File: config.mk
export PLATFORM = sky130hd
export DESIGN_NAME = mcdf_ctrl
export DESIGN_NICKNAME = d
export VERILOG_FILES = /design/src/rtl/mcdf_pkg.sv /design/src/rtl/mcdf_ctrl.sv
export SDC_FILE = /design/constraint.sdc
export NUM_CORES = 1
export LEC_CHECK = 0
export BUFFER_PORTS_ARGS = -buffer_cell sky130_fd_sc_hd__buf_2
export CORE_AREA = 3 3 40 42
export CTS_BUF_LIST = sky130_fd_sc_hd__clkbuf_16
export DETAILED_ROUTE_END_ITERATION = 6
export DIE_AREA = 0 0 43 45
export MAX_ROUTING_LAYER = met4
export PLACE_DENSITY_LB_ADDON = 0.3
export SKIP_LAST_GASP = 1
export SLEW_MARGIN = 15
export SYNTH_ARGS = -nofsm -noshare
export SYNTH_HDL_FRONTEND = slang
export SYNTH_SLANG_ARGS = --single-unit
File: constraint.sdc
create_clock -name clk -period 1.85 [get_ports clk]
set_clock_uncertainty 0.15 [all_clocks]
set_input_delay 0.37 -clock clk [delete_from_list [all_inputs] [get_ports clk]]
set_output_delay 0.37 -clock clk [all_outputs]
set_load 0.03 [all_outputs]
File: src/rtl/mcdf_pkg.sv
`timescale 1ns / 1ps
`default_nettype none

package mcdf_pkg;

  // Maze size
  localparam int MAZE_HEIGHT = 63;
  localparam int MAZE_WIDTH  = 63;

  // Field widths
  localparam int COORD_W = 6;
  localparam int DEPTH_W = 10;
  localparam int PERM_W  = 5;

  // Command codes
  localparam logic CMD_START = 1'b0;
  localparam logic CMD_STEP  = 1'b1;

  typedef enum logic [2:0] {
    KIND_START = 3'd0,
    KIND_CARVE = 3'd1,
    KIND_BACK  = 3'd2,
    KIND_GOAL  = 3'd3,
    KIND_IDLE  = 3'd4
  } kind_t;

  typedef logic [COORD_W-1:0] coord_t;

  typedef struct packed {
    logic              cmd;
    logic [PERM_W-1:0] perm;
  } req_t;

  typedef struct packed {
    kind_t              kind;
    coord_t             wall_row;
    coord_t             wall_col;
    coord_t             cell_row;
    coord_t             cell_col;
    logic [DEPTH_W-1:0] stack_depth;
  } rsp_t;

  typedef enum logic [3:0] {
    ST_IDLE,
    ST_CLEAR,
    ST_START,
    ST_TOP,
    ST_PROBE,
    ST_CARVE,
    ST_WALL,
    ST_POP,
    ST_IDLE_RSP
  } state_t;

  // Controller to datapath
  typedef struct packed {
    logic load;
    logic clr_write;
    logic start_fin;
    logic top_rd;
    logic probe;
    logic carve_cell;
    logic carve_wall;
    logic pop;
    logic emit_idle;
  } ctrl_cmd_t;

  // Datapath to controller
  typedef struct packed {
    logic idle_cond;
    logic clr_last;
    logic probe_hit;
    logic probe_end;
    logic out_free;
  } dp_status_t;

endpackage

`default_nettype wire

File: src/rtl/mcdf_ctrl.sv
`timescale 1ns / 1ps
`default_nettype none

module mcdf_ctrl (
  input  wire                  clk,
  input  wire                  rst,
  input  wire                  req_valid,
  output logic                 req_ready,
  input  wire                  req_cmd,
  input  mcdf_pkg::dp_status_t sts,
  output mcdf_pkg::ctrl_cmd_t  ctl
);
  import mcdf_pkg::*;

  state_t state, state_next;

  // State register
  always_ff @(posedge clk) begin
    if (rst) begin
      state <= ST_IDLE;
    end else begin
      state <= state_next;
    end
  end

  // Next state and commands
  always_comb begin
    state_next = state;
    ctl        = '0;
    req_ready  = 1'b0;
    unique case (state)
      ST_IDLE: begin
        req_ready = 1'b1;
        if (req_valid) begin
          ctl.load = 1'b1;
          if (req_cmd == CMD_START) begin
            state_next = ST_CLEAR;
          end else if (sts.idle_cond) begin
            state_next = ST_IDLE_RSP;
          end else begin
            state_next = ST_TOP;
          end
        end
      end
      ST_CLEAR: begin
        ctl.clr_write = 1'b1;
        if (sts.clr_last) begin
          state_next = ST_START;
        end
      end
      ST_START: begin
        if (sts.out_free) begin
          ctl.start_fin = 1'b1;
          state_next    = ST_IDLE;
        end
      end
      ST_TOP: begin
        ctl.top_rd = 1'b1;
        state_next = ST_PROBE;
      end
      ST_PROBE: begin
        // evaluate previous probe while issuing the next one
        if (sts.probe_hit) begin
          state_next = ST_CARVE;
        end else if (sts.probe_end) begin
          state_next = ST_POP;
        end else begin
          ctl.probe = 1'b1;
        end
      end
      ST_CARVE: begin
        ctl.carve_cell = 1'b1;
        state_next     = ST_WALL;
      end
      ST_WALL: begin
        if (sts.out_free) begin
          ctl.carve_wall = 1'b1;
          state_next     = ST_IDLE;
        end
      end
      ST_POP: begin
        if (sts.out_free) begin
          ctl.pop    = 1'b1;
          state_next = ST_IDLE;
        end
      end
      ST_IDLE_RSP: begin
        if (sts.out_free) begin
          ctl.emit_idle = 1'b1;
          state_next    = ST_IDLE;
        end
      end
      default: begin
        state_next = ST_IDLE;
      end
    endcase
  end

endmodule

`default_nettype wire

==> flow_summary.ini <==
[status]
outcome = finished clean

[grt]
grt_usage = 0.114
grt-ovfl-total = 0
grt_max_degree = 14
grt_pass1_vias = 381
grt_pass1_wl_mm = 1.59
antenna_found_initial = 0

[die]
die_y_um = 45
initial_core_util = 0.307
num_io_pins = 19
die_w_um = 43
core-area_um2 = 1280
die-area_um2 = 1940
rows = 13

[clock_tree]
worstSkewPairLatency_ns = 0.22
cts_made_buffers = 3
clkSinkCount = 4
cts_max_level = 1
cts_tree = done
ctsRootBufferMaster = clkbuf_16
clock_path_buffers = 2
cts_hold_buffers = 0
clkTransAtPathRegs_ns = 0.03

[timing]
max_freq_mhz = 560
rsz0062_at_grt = no
hold_ws_ns = 0.236
setup_tns_ns = 0
maxSlewViolCount = 0
slew_headroom = 0.795
hold_violations = 0
fin_crit_sh = 0.965
setup_viol = 0
min_period_ns = 1.78
setup_ws_ns = 0.0657
tightest_slew_ns = 0.307

[power_and_ir_drop]
pwr-share-comb = 0.450
p_switching_w = 0.000416
intPower_w = 0.000603
p_leak_nw = 0.270
switching_share = 0.409
ir_worst_vdd_v = 0.000735
clock_power_share = 0.327
p_seq_frac = 0.223
power.density_nw_per_um2 = 1680

[worst_setup_path]
worstPathArrival_ns = 1.26
cp-end-kind = output pin
startpoint = state[1]
regToRegStartpoint = state[1]
cp_data_required_time_ns = 1.33
r2r_slack_ns = 0.34
crit_path_max_fanout = 9
start_kind = flip-flop
setup.worst_path.class = reg2out

[logic_synthesis]
muxShareOfSynthArea = 0.0254
synthSimpleGateAreaFrac = 0.473
synth_cell_types = 26
synthesis.area_um2 = 394
ys_seq_area_frac = 0.203
synthCells = 49
synth_xor_area_frac = 0
synth_top_family_by_area = simple AND/OR/NAND/NOR gates
synth_adder_area_share = 0
avgSynthCellArea_um2 = 8.04
yosysWarnings = 0
synth-seq-cells = 4
syn-num-nets = 58
synth_compound_area_frac = 0.181

[route]
dr_total_vias = 413
post_drt_wl_per_cell_um = 11.6
firstDrtPassIters = 3
drt_iter0_drc = 4
wl_um = 977
viasPerCell = 4.92
route.detailed.drc = 0
drtAntennaViolNets = 0

[layout]
area_growth_pct = 54.0
finish.utilization = 0.472
largest_registers = state: 4 flops
finalInstanceArea_um2 = 607
nets = 80
num-fill-cells = 120
top_register = state
antennaDiodeCount = 0
drive_gt1_frac = 0.536
largest_reg_flops = 4

[place]
pre_cts_ws_ns = 0.0878
gp_congestion = 0.837
place_area_um2 = 494
io_buffer_count = 18

[hold_path]
hold_path.class = in2reg
worstHoldStart = rst

[run]
cap_violations = 0
per-stage QoR:
stage | total power (W) | instances
3_3_place_gp | 0.000627 | 80
6_report | 0.00102 | 84
2_1_floorplan | 0.000560 | 49
5_1_grt | 0.00109 | 84
4_1_cts | 0.000977 | 83
3_5_place_dp | 0.000632 | 80
Yosys cell counts:
| cell | count | share of area |
|---|---|---|
| buf_2 | 1 | 0.013 |
| and2_1 | 2 | 0.032 |
| a21oi_1 | 3 | 0.038 |
| inv_1 | 2 | 0.019 |
| o21ai_1 | 1 | 0.013 |
| dfxtp_1 | 4 | 0.20 |
| and4bb_2 | 1 | 0.032 |
| nor4b_2 | 1 | 0.038 |
| or3_4 | 1 | 0.029 |
| buf_6 | 3 | 0.086 |
| nor3_1 | 1 | 0.013 |
| nand2_1 | 4 | 0.038 |
| o21ai_2 | 1 | 0.022 |
| o31ai_2 | 1 | 0.032 |
| nand3b_1 | 3 | 0.057 |
| nand3_1 | 2 | 0.025 |
| o31ai_1 | 1 | 0.019 |
| and3b_1 | 1 | 0.022 |
| and3_1 | 1 | 0.016 |
| nand2b_1 | 1 | 0.016 |
| nor4_2 | 2 | 0.063 |
| o41ai_2 | 1 | 0.041 |
| mux2i_1 | 1 | 0.025 |
| a31oi_1 | 1 | 0.016 |
| nor4_1 | 1 | 0.016 |
| nor2_1 | 8 | 0.076 |
kinds of logic after synthesis:
group                  count (synthesis)
multiplexers                           1
AO/OA/AOI/OAI                          9
AND/OR/NAND/NOR                       29
buffers and inverters                  6
flip-flops                             4
routing by layer:
metal	GRT usage	up-vias	share of wire
met5	-	-	0
met4	0.0542	0	0
met3	0.0239	0	0.069
met2	0.180	13	0.48
met1	0.139	182	0.45
li1	-	218	-
worst max-delay path: stages, from the launching register on:
cell     delay [ns]
dfxtp_2        0.38
buf_4          0.17
nor4_4         0.28
buf_4          0.20
power by group through the flow:
| stage | clock [W] | combinational (W) | sequential, W |
|---|---|---|---|
| final | 0.000333 | 0.000459 | 0.000228 |
| after global placement | 0 | 0.000417 | 0.000209 |
| after detailed placement | 0 | 0.000422 | 0.000211 |
| after global routing | 0.000347 | 0.000503 | 0.000239 |
| after CTS | 0.000338 | 0.000423 | 0.000216 |
| after floorplan | 0 | 0.000424 | 0.000137 |
final cells by class:
cell class / instances / area [um2] / area share
Clock buffer: 3 / 75.1 / 0.124
Inverter: 2 / 7.51 / 0.0124
Multi-Input combinational cell: 39 / 300 / 0.495
Sequential cell: 4 / 90.1 / 0.148
Tap cell: 15 / 18.8 / 0.0309
Timing Repair Buffer: 21 / 115 / 0.190
cells in the final DEF, fill, tap and decap left out, drive strengths merged:
master   n
a21oi    3
nor4     3
mux2i    1
nor2     8
nand2    4
nor4b    1
a31oi    1
nand3b   3
o21ai    2
and4bb   1
o31ai    2
nor3     1
and2     2
nand2b   1
buf     21
dfxtp    4
or3      1
inv      2
and3     1
clkbuf   3
nand3    2
and3b    1
o41ai    1
final timing paths:
path / end / depth (start not counted)
max reg2reg: state[0] / 5
max: ctl[4] / 3
min: state[2] / 2
min reg2reg: state[2] / 1
timing repair:
action,CTS,global route
setup endpoints to repair,8,3
setup buffers,0,1
pin swaps,0,1
gates resized for setup,5,4
Power figures use the tool's default switching activity.
